[config.mk]
export PLATFORM = sky130hd
export DESIGN_NAME = id_number_luhn_date_check_core
export DESIGN_NICKNAME = d
export VERILOG_FILES = /design/src/design/idluhn_pkg.sv /design/src/design/id_number_luhn_date_check_core.sv /design/src/design/idluhn_accum.sv
export SDC_FILE = /design/constraint.sdc
export NUM_CORES = 1
export LEC_CHECK = 0
export BUFFER_PORTS_ARGS = -buffer_cell sky130_fd_sc_hd__clkbuf_2
export CORE_MARGIN = 10
export CORE_UTILIZATION = 40
export DETAILED_ROUTE_END_ITERATION = 10
export GPL_TIMING_DRIVEN = 1
export PLACE_DENSITY = 0.56
export SYNTH_ARGS = -nofsm -noshare
export SYNTH_HDL_FRONTEND = slang
export SYNTH_SLANG_ARGS = --single-unit
[constraint.sdc]
create_clock -name clk -period 11.5 [get_ports clk]
set_input_delay 2.3 -clock clk [delete_from_list [all_inputs] [get_ports clk]]
set_output_delay 2.3 -clock clk [all_outputs]
set_load 0.01 [all_outputs]
[src/design/idluhn_pkg.sv]
// Shared types, constants and helper functions for the ID number check core.
// No dependencies; imported by every module of the block.
`default_nettype none

package idluhn_pkg;

  localparam int CHAR_W  = 8;
  localparam int POS_W   = 4;
  localparam int SUM_W   = 4;
  localparam int FIELD_W = 7;
  localparam int DIGIT_W = 4;
  localparam int LEN_W   = 5;
  localparam int DATA_W  = 8;

  localparam logic [POS_W-1:0] MAX_CHARS   = POS_W'(10);
  localparam logic [POS_W-1:0] MONTH_START = POS_W'(2);
  localparam logic [POS_W-1:0] DAY_START   = POS_W'(4);
  localparam logic [POS_W-1:0] DATE_END    = POS_W'(6);

  localparam logic [CHAR_W-1:0] CHAR_ZERO = 8'h30;
  localparam logic [CHAR_W-1:0] CHAR_NINE = 8'h39;

  localparam logic [LEN_W-1:0] LEN_LONG  = LEN_W'(31);
  localparam logic [LEN_W-1:0] LEN_SHORT = LEN_W'(30);
  localparam logic [LEN_W-1:0] LEN_LEAP  = LEN_W'(29);
  localparam logic [LEN_W-1:0] LEN_FEB   = LEN_W'(28);
  localparam logic [LEN_W-1:0] LEN_NONE  = LEN_W'(0);

  localparam logic [SUM_W:0] MOD_BASE = (SUM_W + 1)'(10);

  typedef struct packed {
    logic date_ok;
    logic checksum_ok;
    logic number_ok;
  } verdict_t;

  // digit sum of twice a decimal digit
  function automatic logic [SUM_W-1:0] doubled_digit_sum(input logic [DIGIT_W-1:0] d);
    logic [SUM_W-1:0] r;
    case (d)
      4'd0:    r = 4'd0;
      4'd1:    r = 4'd2;
      4'd2:    r = 4'd4;
      4'd3:    r = 4'd6;
      4'd4:    r = 4'd8;
      4'd5:    r = 4'd1;
      4'd6:    r = 4'd3;
      4'd7:    r = 4'd5;
      4'd8:    r = 4'd7;
      4'd9:    r = 4'd9;
      default: r = 4'd0;
    endcase
    return r;
  endfunction

  // both operands below ten
  function automatic logic [SUM_W-1:0] add_mod10(input logic [SUM_W-1:0] a,
                                                 input logic [SUM_W-1:0] b);
    logic [SUM_W:0] s;
    s = {1'b0, a} + {1'b0, b};
    if (s >= MOD_BASE) begin
      s = s - MOD_BASE;
    end
    return s[SUM_W-1:0];
  endfunction

  function automatic logic [LEN_W-1:0] month_length(input logic [FIELD_W-1:0] year,
                                                    input logic [FIELD_W-1:0] month);
    logic [LEN_W-1:0] r;
    case (month)
      7'd1, 7'd3, 7'd5, 7'd7, 7'd8, 7'd10, 7'd12: r = LEN_LONG;
      7'd4, 7'd6, 7'd9, 7'd11:                    r = LEN_SHORT;
      7'd2:    r = (year[1:0] == 2'b00) ? LEN_LEAP : LEN_FEB;
      default: r = LEN_NONE;
    endcase
    return r;
  endfunction

endpackage

`default_nettype wire

[src/design/id_number_luhn_date_check_core.sv]
// Top level of the ID number check core: input register, accumulator, result register.
// Depends on idluhn_pkg and idluhn_accum.
`default_nettype none

// Takes one ASCII character per beat, leftmost first, with tlast on the final
// character, and gives one result beat per number: number_ok, checksum_ok and
// date_ok. One character is taken every clock cycle unless a held result
// stalls the input side; the only per-character path is the accumulator
// update between the input register and the state registers. The last
// character is held in the input register until it advances, and the
// verdict is loaded into the result register as it does; the first
// character of the next number may be taken in the same cycle. A held
// result stalls the input side only once a second last character is
// waiting behind it. Characters beyond the tenth do not change the verdict.

module id_number_luhn_date_check_core import idluhn_pkg::*; (
  input  logic              clk,
  input  logic              rst,
  input  logic              s_axis_tvalid,
  output logic              s_axis_tready,
  input  logic [CHAR_W-1:0] s_axis_tdata,   // [7:0] char_code
  input  logic              s_axis_tlast,   // last_char
  output logic              m_axis_tvalid,
  input  logic              m_axis_tready,
  output logic [DATA_W-1:0] m_axis_tdata    // [0] number_ok, [1] checksum_ok, [2] date_ok
);

  logic              in_valid;
  logic [CHAR_W-1:0] in_char;
  logic              in_last;
  logic              out_free;
  logic              advance;
  verdict_t          verdict;
  verdict_t          result;

  assign out_free      = !m_axis_tvalid || m_axis_tready;
  assign advance       = in_valid && (!in_last || out_free);
  assign s_axis_tready = !in_valid || advance;

  idluhn_accum u_accum (
    .clk       (clk),
    .rst       (rst),
    .step      (advance),
    .char_code (in_char),
    .last_char (in_last),
    .verdict   (verdict)
  );

  always_ff @(posedge clk) begin
    if (rst) begin
      in_valid      <= 1'b0;
      m_axis_tvalid <= 1'b0;
    end else begin
      if (s_axis_tready) begin
        in_valid <= s_axis_tvalid;
      end
      if (advance && in_last) begin
        m_axis_tvalid <= 1'b1;
      end else if (m_axis_tready) begin
        m_axis_tvalid <= 1'b0;
      end
    end
  end

  always_ff @(posedge clk) begin
    if (s_axis_tvalid && s_axis_tready) begin
      in_char <= s_axis_tdata;
      in_last <= s_axis_tlast;
    end
    if (advance && in_last) begin
      result <= verdict;
    end
  end

  assign m_axis_tdata = {{(DATA_W-3){1'b0}}, result.date_ok, result.checksum_ok,
                         result.number_ok};

  a_held_char: assert property (@(posedge clk) disable iff (rst)
    in_valid && !advance |=> in_valid && $stable(in_char) && $stable(in_last))
    else $error("stalled character changed in the input register");

  a_result_source: assert property (@(posedge clk) disable iff (rst)
    m_axis_tvalid && !$past(m_axis_tvalid && !m_axis_tready) |-> $past(advance && in_last))
    else $error("result beat loaded without a last character");

  a_verdict_and: assert property (@(posedge clk) disable iff (rst)
    m_axis_tvalid |-> m_axis_tdata[0] == (m_axis_tdata[1] & m_axis_tdata[2]))
    else $error("number_ok disagrees with checksum_ok and date_ok");

endmodule

`default_nettype wire

[src/design/idluhn_accum.sv]
// Running Luhn sums and YYMMDD capture for one ID number, plus the final verdict.
// Depends on idluhn_pkg.
`default_nettype none

module idluhn_accum import idluhn_pkg::*; (
  input  logic              clk,
  input  logic              rst,
  input  logic              step,
  input  logic [CHAR_W-1:0] char_code,
  input  logic              last_char,
  output verdict_t          verdict
);

  logic [POS_W-1:0]   char_position, char_position_next;
  logic [SUM_W-1:0]   sum_even_length, sum_even_length_next;
  logic [SUM_W-1:0]   sum_odd_length, sum_odd_length_next;
  logic [FIELD_W-1:0] year_value, year_value_next;
  logic [FIELD_W-1:0] month_value, month_value_next;
  logic [FIELD_W-1:0] day_value, day_value_next;
  logic               field_ended, field_ended_next;

  logic               is_digit;
  logic [CHAR_W-1:0]  char_offset;
  logic [DIGIT_W-1:0] digit;
  logic [SUM_W-1:0]   doubled;
  logic               ended_now;
  logic [FIELD_W-1:0] field_cur;
  logic [FIELD_W+3:0] field_scaled;
  logic [FIELD_W-1:0] field_new;
  logic [SUM_W-1:0]   sum_sel;
  logic [LEN_W-1:0]   len;

  always_comb begin
    is_digit    = (char_code >= CHAR_ZERO) && (char_code <= CHAR_NINE);
    char_offset = char_code - CHAR_ZERO;
    digit       = is_digit ? char_offset[DIGIT_W-1:0] : '0;
    doubled     = doubled_digit_sum(digit);

    ended_now = char_position[0] & field_ended;
    if (char_position < MONTH_START) begin
      field_cur = year_value;
    end else if (char_position < DAY_START) begin
      field_cur = month_value;
    end else begin
      field_cur = day_value;
    end
    field_scaled = {field_cur, 3'b000} + {2'b00, field_cur, 1'b0}
                 + {{(FIELD_W+3-DIGIT_W){1'b0}}, digit};
    field_new    = field_scaled[FIELD_W-1:0];

    char_position_next   = char_position;
    sum_even_length_next = sum_even_length;
    sum_odd_length_next  = sum_odd_length;
    year_value_next      = year_value;
    month_value_next     = month_value;
    day_value_next       = day_value;
    field_ended_next     = field_ended;

    if (char_position < MAX_CHARS) begin
      if (!char_position[0]) begin
        sum_even_length_next = add_mod10(sum_even_length, doubled);
        sum_odd_length_next  = add_mod10(sum_odd_length, digit);
      end else begin
        sum_even_length_next = add_mod10(sum_even_length, digit);
        sum_odd_length_next  = add_mod10(sum_odd_length, doubled);
      end
      if (char_position < DATE_END) begin
        if (!ended_now && is_digit) begin
          if (char_position < MONTH_START) begin
            year_value_next = field_new;
          end else if (char_position < DAY_START) begin
            month_value_next = field_new;
          end else begin
            day_value_next = field_new;
          end
        end
        field_ended_next = ended_now | ~is_digit;
      end
      char_position_next = char_position + POS_W'(1);
    end

    sum_sel = char_position_next[0] ? sum_odd_length_next : sum_even_length_next;
    len     = month_length(year_value_next, month_value_next);
    verdict.checksum_ok = (sum_sel == '0);
    verdict.date_ok     = (day_value_next != '0)
                        && (day_value_next <= {{(FIELD_W-LEN_W){1'b0}}, len});
    verdict.number_ok   = verdict.checksum_ok & verdict.date_ok;
  end

  always_ff @(posedge clk) begin
    if (rst || (step && last_char)) begin
      char_position   <= '0;
      sum_even_length <= '0;
      sum_odd_length  <= '0;
      year_value      <= '0;
      month_value     <= '0;
      day_value       <= '0;
      field_ended     <= 1'b0;
    end else if (step) begin
      char_position   <= char_position_next;
      sum_even_length <= sum_even_length_next;
      sum_odd_length  <= sum_odd_length_next;
      year_value      <= year_value_next;
      month_value     <= month_value_next;
      day_value       <= day_value_next;
      field_ended     <= field_ended_next;
    end
  end

endmodule

`default_nettype wire
# Word-level counts from Yosys, hierarchy flattened
# Memory sizes are Yosys's and may differ from the RTL's.
# Cells that the tools add are included.
[classes]
n_addsub = 12
n_lt_le_gt_ge = 11
n_eq_ne = 12
muxes = 31
n_bitwise = 4
n_reduce_logical = 23
[ops]
columns = ["operator", "count"]
rows = [
  ["two-way mux 7 bit", 10],
  ["two-way mux 4 bit", 10],
  ["== test 7 x 4 -> 1 bit (second input constant)", 5],
  ["== test 7 x 3 -> 1 bit (second input constant)", 4],
  ["adder 4 x 4 -> 5 bit", 4],
  ["greater-or-equal comparator 5 x 4 -> 1 bit (second input constant)", 4],
  ["subtractor 4 bit (second input constant)", 4],
  ["one-hot mux 5 bit (3 select lines)", 1],
  ["== test 7 x 2 -> 1 bit (second input constant)", 2],
  ["two-way mux 6 bit", 2],
  ["greater-or-equal comparator 8 x 6 -> 1 bit (second input constant)", 1],
  ["<= comparator 8 x 6 -> 1 bit (second input constant)", 1],
  ["less-than comparator 4 x 3 -> 1 bit (second input constant)", 2],
  ["two-way mux 2 bit", 4],
  ["adder 7 x 4 -> 7 bit", 1],
  ["adder 7 bit", 1],
  ["== test 7 x 1 -> 1 bit (second input constant)", 1],
  ["<= comparator 7 x 5 -> 1 bit", 1],
  ["nonzero test 7 bit", 1],
  ["OR reduction 7 bit", 1],
  ["logical AND 1 bit", 6],
  ["AND reduction 5 bit", 1],
  ["adder 4 x 1 -> 4 bit (second input constant)", 1],
  ["zero test 1 bit", 4],
  ["14 further kinds", 21],
]
[totals]
reg_bits = 47
mem_bits_ro = 64
out_inout_bits = 10
elab_cells = 110
n_memories = 1
[memory_table]
columns = ["memory", "words", "word_bits", "read_ports", "rd_clocked_by_memory_dff", "wr", "line_no", "rtl"]
rows = [
  ["(name not given)", 16, 4, 1, 0, 0, "idluhn_pkg.sv:40", "case (d)"],
]

# Longest topological paths before layout
# Gate-level depths: netlist (run 1).
[logic_depth]
word_depth = 16
depth_mapped = 24

# Cells and area by module
# Synthesis (run 1) repeated with hierarchy kept, for this count alone.
[unflattened]
cells_unflattened = 428
hier_area_um2 = 3677.3
[by_module_without_submodules]
columns = ["mod", "instances", "cells_per_inst", "area_per_inst_um2", "seq_area_each_um2"]
rows = [
  ["idluhn_accum", 1, 398, 3171.8, 660.6],
  ["id_number_luhn_date_check_core", 1, 30, 505.5, 400.4],
]

# Worst setup path after synthesis (run 1)
# Ideal clock, no wire load.
[synth_timing]
path_type = "input to output"
start = "input m_axis_tready"
end = "output s_axis_tready"
t_arrival_ns = 2.652
required_time_ns = 9.200
path_slack_ns = 6.548
cell_stages = 2
cell_sequence = "nor2b_1 -> nand3_1"
[synth_via]
elab_chain_len = 4
[synth_rtl]
columns = ["item", "line_no", "rtl"]
rows = [
  ["start: declaration", "id_number_luhn_date_check_core.sv:24", "input logic m_axis_tready,"],
  ["logical OR 1 bit", "id_number_luhn_date_check_core.sv:36", "assign out_free = !m_axis_tvalid || m_axis_tready;"],
  ["logical OR 1 bit", "id_number_luhn_date_check_core.sv:37", "assign advance = in_valid && (!in_last || out_free);"],
  ["logical AND 1 bit", "id_number_luhn_date_check_core.sv:37", ""],
  ["logical OR 1 bit", "id_number_luhn_date_check_core.sv:38", "assign s_axis_tready = !in_valid || advance;"],
  ["end: declaration", "id_number_luhn_date_check_core.sv:20", "output logic s_axis_tready,"],
]
# No other way between the ends.

# Worst setup path after layout (run 1)
# Same ends and word-level chain as after synthesis.

==> results of run 1 <==
## layout by cell type (no fill, tap or decap), drive strengths merged, types with 2 or more instances in the layout
| cell type | netlist | routed |
|---|---|---|
| a211oi | 10 | 10 |
| a21boi | 3 | 3 |
| a21o | 4 | 4 |
| a21oi | 38 | 38 |
| a31oi | 3 | 3 |
| and2 | 5 | 5 |
| and3 | 7 | 7 |
| and3b | 2 | 2 |
| buf | 10 | 2 |
| clkbuf | 11 | 22 |
| clkinv | 1 | 2 |
| conb | 1 | 5 |
| dfxtp | 35 | 35 |
| edfxtp | 12 | 12 |
| fa | 6 | 6 |
| ha | 34 | 34 |
| inv | 23 | 24 |
| mux2 | 5 | 5 |
| mux2i | 26 | 26 |
| nand2 | 38 | 38 |
| nand2b | 2 | 2 |
| nand3 | 9 | 9 |
| nand4 | 3 | 3 |
| nor2 | 53 | 53 |
| nor2b | 11 | 11 |
| nor3 | 8 | 8 |
| nor3b | 5 | 5 |
| nor4 | 3 | 3 |
| o21a | 8 | 8 |
| o21ai | 17 | 17 |
| o221a | 2 | 2 |
| or2 | 3 | 3 |
| or3 | 2 | 2 |
| or4 | 4 | 4 |
| xnor2 | 8 | 8 |
| xor2 | 5 | 5 |
## path summary, 6_finish.rpt
path / to / cells past startpoint
worst max register to register: m_axis_tdata[0] / 22
worst min-delay path: u_accum.month_value[3] / 2
worst max-delay path: s_axis_tready / 4
worst min register to register: u_accum.month_value[3] / 2
## layer usage
| metal | vias to the layer above | wire (um) | GRT usage (%) |
|---|---|---|---|
| met1 | 1414 | 4630 | 19.3 |
| met4 | 0 | 64 | 2.67 |
| li1 | 1560 | - | - |
| met5 | - | 0 | 0 |
| met2 | 53 | 3570 | 19.5 |
| met3 | 7 | 327 | 2.38 |
## sequential cells by signal, summed over array words and instances, names as in the netlist
register                 cells
m_axis_tdata                 3
u_accum.month_value          7
m_axis_tvalid                1
u_accum.year_value           6
u_accum.sum_odd_length       4
in_last                      1
u_accum.field_ended          1
u_accum.char_position        4
in_char                      8
u_accum.day_value            7
u_accum.sum_even_length      4
in_valid                     1
## kinds of logic (layout without fill, tap and decap cells)
family,Yosys count,after routing,share of synthesized area (%)
AND/OR/NAND/NOR,159,159,21.3
AO/OA/AOI/OAI,98,98,16.9
flip-flops,47,47,29.0
buffers and inverters,45,51,5.23
adder cells (fa/ha/maj),40,40,14.9
multiplexers,31,31,8.66
XOR/XNOR,14,14,3.93
other,1,5,0.103
## critical path: stages
cell and delay (ns):
clkbuf_2 0.08, nor2b_1 0.20, nand3_1 0.13, clkbuf_2 0.15
## layout make-up
| cell class | instances | area share, % |
|---|---|---|
| multi-input combinational | 347 | 61.8 |
| tap | 108 | 3.44 |
| clock inverter | 3 | 1.21 |
| inverter | 24 | 2.29 |
| sequential | 47 | 27.0 |
| timing repair buffer | 19 | 2.55 |
| clock buffer | 5 | 1.75 |
## power groups by stage
stage	registers, mW	logic, mW	clock network, mW
6_report	0.183	0.0618	0.129
5_1_grt	0.184	0.0702	0.139
4_1_cts	0.183	0.0618	0.133
3_5_place_dp	0.187	0.0615	0
3_3_place_gp	0.187	0.0600	0
2_1_floorplan	0.183	0.0502	0
## metrics by stage
step                      hold slack (ns)  cell area [um^2]  worst slack, ns  std cells
after CTS                           0.489              3930             6.34        553
after detailed placement            0.474              3810             6.34        545
after floorplan                     0.449              3670             6.55        439
final                               0.486              3930             6.35        553
after global placement              0.463              3810             6.36        545
after global routing                0.511              3930             6.19        553
==> run metrics, run 1 <==
status=completed; HPWL after DPL=around 6700 um; top-count cell post-synth=nor2_1; crit path DAT=2.85 ns; Pleak=1.68 nW; Int Pwr=0.268 mW; total power=0.374 mW; Sequential Power Share=around half; fin crit period=5.15 ns; Mapped Avg Cell Area=8.41 um^2; EDFF count, synth=12; CTS Sinks=47; worst setup path start=m_axis_tready; TritonCTS clock tree=done; residual DRC count=0; gr ovfl total=0; Via density=5.49; register area share after synthesis=around 29%; Slew Limit Fails=0; top post-synthesis cells by count=nor2_1, a21oi_1, nand2_1; WP data required=9.20 ns; CTS clk-pin slew, worst paths=0.10 ns; all-layer global routing usage=13.1%; vias after detailed routing=just over 3000; Core ar.=8810 um^2; DRT Pass-1 Iters=6; global-route wire length before repair=14300 um; Tightest Pin Transition=approximately 1.0 ns; top cells by area, synth=dfxtp_1, ha_1, edfxtp_1, mux2i_1, nor2_1; Antenna Cells=0; # resized after CTS=0; final setup vio count=0; Reg area=1060 um^2; Relative slew margins=31.1%; antenna violations before repair=0; H-tree Lvls=2; Routability Congestion=0.803; DRT antenna net count=0; # IOs=23; Seq cells post-synth=47; Die H=between 100 and 150 um; WL/cell=roughly 16 um; initial DRC count=between 150 and 200; nets=497; RSZ-0062 raised after global routing=false; mapped cell area=3660 um^2; vias in the first global route=2928; type of the worst setup path=input port to output pin; Total Wirelength=8590 um; IO Port Bufs=17; Inserted Clock Buffers=5; fin crit share=44.8%; Root Buffer=clkbuf_8; Post-Syn Instances=435; FP Rows=34; Starting Density=41.5%; Syn-to-layout area delta=7.42%; clock latency on the worst-skew pair=a little over 0.3 ns; die width=116 um; Hold-fix buffers, CTS=0; sw frac=28.3%; Die Area=13400 um^2; max cap viols=0; Most used DFF post-synth=dfxtp_1; PwrDens=95.1 nW/um^2; R2R Setup Slk=roughly 6.6 ns; critical path capture point type=output pin; Clk pwr share=34.5%; fillers=approximately 870; Reg-to-Reg Start=u_accum.char_position[2]; final hold vios=0; Post-CTS Setup Inserts=0; FFs w/ async S/R, synth=0%; Yosys cell types=60; Util after Layout=44.6%; multi-input logic area=2430 um^2; proportion of layout cells with a drive suffix above 1=about a tenth; largest net degree at the start of global routing=32; combinational share of power=16.5%; maximum vdd drop=0.0762 mV; Switch Pwr=0.106 mW; Max Root-Sink Buffers=2; Synth Warn #=0; hold_sp=u_accum.month_value[3]; largest area contributor in the netlist=dfxtp_1; Max Freq=0.194 GHz; setup TNS=0 ns; top-area cell type share of the netlist area=between 10% and 20%; Hold Crit Class=flop to flop; clock skew=0.00886 ns; critical path launch point type=input port; crit path max fanout=4
Power figures use the tool's default switching activity.
==> run 2, diff against run 1 <==
==> constraint.sdc (replaced) <==
create_clock -name clk -period 4.8 [get_ports clk]
set_input_delay 0.96 -clock clk [delete_from_list [all_inputs] [get_ports clk]]
set_output_delay 0.96 -clock clk [all_outputs]
set_load 0.01 [all_outputs]
==> run 2 against run 1 <==
Cell area increased by 0.51%. Final cell count increased by 0.90%. Combinational power increased to 2.5 times the previous value. Critical path depth increased by 16. Power increased by 120%. Register-to-register slack got worse by 6.3 ns. Global-route usage increased by 0.44 points.
==> run metrics, run 2 (synthesized netlist as in run 1, its figures left out) <==
status=completed; clock skew=0.0123 ns; Routability Congestion=between 0.8 and 0.9; RSZ-0062 raised after global routing=false; Inst Count DP=550; Worst Path Buf+Inv=1; Slew Limit Fails=0; CP delay by family, top=simple AND/OR/NAND/NOR gates; DRT antenna net count=0; final instance area=3950 um^2; Hold WS=0.476 ns; crit path max fanout=8; hold_sp=u_accum.field_ended; R2R Setup Slk=0.29 ns; WP data required=slightly below 5 ns; fin crit period=4.51 ns; Root Buffer=clkbuf_8; Reg area=1060 um^2; worst setup path start=in_char[7]; TritonCTS clock tree=done; Pleak=1.70 nW; die width=116 um; proportion of layout cells with a drive suffix above 1=~11%; type of the worst setup path=flop to flop; Antenna Cells=0; # resized after CTS=0; clock latency on the worst-skew pair=0.31 ns; Via density=5.51; HPWL after DPL=around 7000 um; vias in the first global route=2975; Post-CTS Setup Inserts=0; Syn-to-layout area delta=7.97%; Top cell by count, worst path=o21a_1; final hold vios=0; PwrDens=approximately 210 nW/um^2; Max Freq=about 0.22 GHz; FP Rows=34; Reg-to-Reg Start=in_char[7]; CTS Sinks=47; Relative slew margins=31.9%; all-layer global routing usage=13.6%; max reg flops=8; antenna violations before repair=0; Total Wirelength=8910 um; fin crit share=93.9%; gr ovfl total=0; critical path capture point type=flop; Top Registers=in_char x8, u_accum.day_value x7, u_accum.month_value x7; CTS clk-pin slew, worst paths=approximately 0.1 ns; # IOs=23; Max Root-Sink Buffers=2; Crit-path slowest cell=fa_1; Core ar.=slightly below 9000 um^2; maximum vdd drop=0.140 mV; FF-to-FF End=m_axis_tdata[0]; setup TNS=0 ns; crit path DAT=roughly 4.7 ns; fin cells=558; global-route wire length before repair=between 10000 and 15000 um; Starting Density=41.5%; Inserted Clock Buffers=5; slowest cell delay on critical path=approximately 0.51 ns; placed instance area=3850 um^2; fillers=861; Die H=116 um; H-tree Lvls=2; Worst Reg-to-Reg Cells=20; Tightest Pin Transition=1.02 ns; WL/cell=between 15 and 20 um; Hold-fix buffers, CTS=0; critical path launch point type=flop; crit path cell chain=and4bb_2 > and2_1 > nand2_1 > fa_1 > fa_1 > inv_1 > a21o_1 > a21oi_1 > xnor3_1 > mux2i_1 > nor2b_2 > nand3_1 > ha_1 > nor2b_1 > o21a_1 > o21a_1 > o21a_1 > o22ai_1 > nand4_1 > a31oi_1; vias after detailed routing=roughly 3000; register with the most flip-flops=in_char; termination of the worst setup path=m_axis_tdata[0]; nets=502; most frequent cells in the layout=nor2_1, nand2_1, a21oi_1, dfxtp_1, ha_1; IO Port Bufs=17; max cap viols=0; most common cell after layout, fill and taps aside=nor2_1; initial DRC count=189; DRT Pass-1 Iters=5; Die Area=between 10000 and 15000 um^2; Levels on crit path=20; Hold Crit Class=flop to flop; final setup vio count=0; residual DRC count=0; multi-input logic area=around 2400 um^2; largest net degree at the start of global routing=32
[run 2: layout make-up]
cell class	count	share of cell area, %
repair buffers	24	3.49
clock buffers	5	1.74
well taps	108	3.42
inverters	24	2.28
flip-flops and latches	47	26.9
multi-input cells	347	61.7
clock inverters	3	0.507
[run 2: routing by layer]
layer  share of wire (%)  GRT usage, %  up-vias
li1                    -             -     1579
met1                  50          19.2     1397
met2                  42          20.3       84
met3                 6.5          2.74       12
met4                 1.4          4.09        0
met5                   0             0        -
[run 2: worst reg2reg max path: cells and delay by family, from the launching register on]
family / cells / cell delay, ns
buffers and inverters: 1 / 0.08
AND/OR/NAND/NOR: 7 / 1.31
adder cells (fa/ha/maj): 3 / 1.28
XOR/XNOR: 1 / 0.19
multiplexers: 1 / 0.17
AO/OA/AOI/OAI: 7 / 0.94
flip-flops: 1 / 0.38
[run 2: power breakdown]
group | switching, mW | internal [mW]
registers | 0.0134 | 0.421
clock network | 0.145 | 0.102
logic | 0.0905 | 0.0645
total | 0.249 | 0.587
[run 2: worst min path at each step]
stage,to,slack [ns],depth (start not counted)
floorplan,u_accum.month_value[3],0.45,2
global placement,u_accum.field_ended,0.46,2
detailed placement,u_accum.field_ended,0.47,2
CTS,u_accum.field_ended,0.48,2
global route,u_accum.field_ended,0.50,2
finish,u_accum.field_ended,0.48,2
[run 2: per-stage QoR]
step / power, mW / worst slack (ns) / utilization, %
detailed placement: 0.597 / 0.276 / 43.7
CTS: 0.839 / 0.261 / 44.7
global route: 0.877 / 0.0321 / 44.8
floorplan: 0.559 / 0.467 / -
global placement: 0.594 / 0.427 / 43.7
finish: 0.836 / 0.292 / 44.8
==> run 3, diff against run 2 <==
--- a/config.mk
+++ b/config.mk
@@ -11,6 +11,7 @@
 export DETAILED_ROUTE_END_ITERATION = 10
 export GPL_TIMING_DRIVEN = 1
 export PLACE_DENSITY = 0.56
+export RECOVER_POWER = 100
 export SYNTH_ARGS = -nofsm -noshare
 export SYNTH_HDL_FRONTEND = slang
 export SYNTH_SLANG_ARGS = --single-unit
==> run 3 against run 2 <==
The run now ends with capacitance limit, slew limit left. Final cell count stayed put. Utilization is 0.20 points lower. Die area stayed put. Register-to-register slack hardly changed. Power is 0.16% lower. Setup slack better by 0.011 ns. Combinational power hardly changed. Routed wire length hardly changed. Non-clock buffer count stayed put. Cell area is 0.44% lower. Largest power group unchanged.
==> run metrics, run 3 (synthesized netlist as in run 1, its figures left out) <==
fin crit period=4.50 ns; Die Area=between 10000 and 15000 um^2; Total Wirelength=8910 um; placed instance area=3850 um^2; worst setup path start=in_char[7]; initial DRC count=170; fin crit share=93.7%; Inst Count DP=550; crit path DAT=4.66 ns; Tightest Pin Transition=between 1.5 and 2 ns; vias after detailed routing=between 3000 and 4000; final instance area=3930 um^2; most common cell after layout, fill and taps aside=nor2_1; DRT antenna net count=0; critical path launch point type=flop; most frequent cells in the layout=nor2_1, nand2_1, a21oi_1, dfxtp_1, ha_1; Root Buffer=clkbuf_8; fillers=between 800 and 900; Int Pwr=0.586 mW; hold_sp=u_accum.field_ended; Sequential Power Share=around 52%; largest net degree at the start of global routing=32; Syn-to-layout area delta=7.49%; PwrDens=about 210 nW/um^2; Die H=116 um; IO Port Bufs=17; setup TNS=0 ns; Top Registers=in_char x8, u_accum.day_value x7, u_accum.month_value x7; critical path capture point type=flop; antenna violations before repair=0; CTS clk-pin slew, worst paths=approximately 0.10 ns; vias in the first global route=2975; Util after Layout=44.6%; Routability Congestion=0.871; H-tree Lvls=2; Reg-to-Reg Start=in_char[7]; DRT Pass-1 Iters=4; Post-CTS Setup Inserts=0; fin cells=between 500 and 600; RSZ-0062 raised after global routing=false; TritonCTS clock tree=done; residual DRC count=0; Pleak=1.68 nW; status=finished, violations left; final hold vios=0; max cap viols=1; Starting Density=between 40% and 50%; failing checks=capacitance limit, slew limit; all-layer global routing usage=13.6%; HPWL after DPL=6930 um; nets=502; die width=116 um; Inserted Clock Buffers=5; gr ovfl total=0; proportion of layout cells with a drive suffix above 1=under 10%; final setup vio count=0; Max Freq=~0.22 GHz; maximum vdd drop=0.140 mV; crit path max fanout=8; # IOs=23; register with the most flip-flops=in_char; Relative slew margins=-32.9%; WP data required=4.96 ns; Max Root-Sink Buffers=2; Core ar.=8810 um^2; WL/cell=16.0 um; Hold Crit Class=flop to flop; global-route wire length before repair=14600 um; clock latency on the worst-skew pair=0.31 ns; Clk pwr share=29.6%; FP Rows=34; sw frac=29.8%; Antenna Cells=0; clock skew=0.0117 ns; Via density=5.49; Slew Limit Fails=32; combinational share of power=18.4%; CTS Sinks=47; max reg flops=8; Switch Pwr=~0.25 mW; type of the worst setup path=flop to flop
## run 3: routing by layer
layer  up-vias  global-route usage (%)  wire [um]
met4         0                    4.09        161
met5         -                       0          0
met1      1394                    19.2       4460
met3        16                    2.74        533
li1       1581                       -          -
met2        71                    20.3       3760
## run 3: power by group through the flow
stage          combinational, mW  sequential, mW  clock, mW
6_report                   0.153           0.434      0.247
5_1_grt                    0.174           0.437      0.265
4_1_cts                    0.155           0.434      0.250
3_5_place_dp               0.154           0.443          0
3_3_place_gp               0.151           0.443          0
2_1_floorplan              0.120           0.439          0
## run 3: path summary, 6_finish.rpt
kind              slack, ns                   to  cells after the start
setup / recovery       0.30      m_axis_tdata[0]                     20
hold / removal         0.48  u_accum.field_ended                      2
setup reg to reg       0.30      m_axis_tdata[0]                     20
hold reg to reg        0.48  u_accum.field_ended                      2
## run 3: layout make-up
| type | instances | area (um^2) | share of cell area (%) |
|---|---|---|---|
| multi-input cells | 347 | 2420 | 61.7 |
| flip-flops and latches | 47 | 1060 | 27.0 |
| well taps | 108 | 135 | 3.44 |
| repair buffers | 24 | 131 | 3.34 |
| inverters | 24 | 90.1 | 2.29 |
| clock buffers | 5 | 68.8 | 1.75 |
| clock inverters | 3 | 20.0 | 0.509 |
## run 3: critical path, stage by stage (launching register included)
cell and delay (ns):
edfxtp_1 0.38, and4bb_2 0.40, and2_1 0.18, nand2_1 0.12, fa_1 0.51, fa_1 0.48
inv_1 0.08, a21o_1 0.10, a21oi_1 0.06, xnor3_1 0.19, mux2i_1 0.17, nor2b_2 0.22
nand3_1 0.10, ha_1 0.29, nor2b_1 0.13, o21a_1 0.16, o21a_1 0.16, o21a_1 0.16
o22ai_1 0.13, nand4_1 0.16, a31oi_1 0.17
## run 3: metrics by stage
stage	setup slack, ns	hold WS, ns	power [mW]
final	0.303	0.476	0.835
after global routing	0.0321	0.497	0.876
after CTS	0.261	0.477	0.839
after detailed placement	0.276	0.466	0.597
after global placement	0.427	0.461	0.594
after floorplan	0.467	0.449	0.559
## run 3: timing repair
action,in CTS,in global routing
hold buffers,0,0
gates resized for setup,0,3
endpoints found under the setup margin,0,1
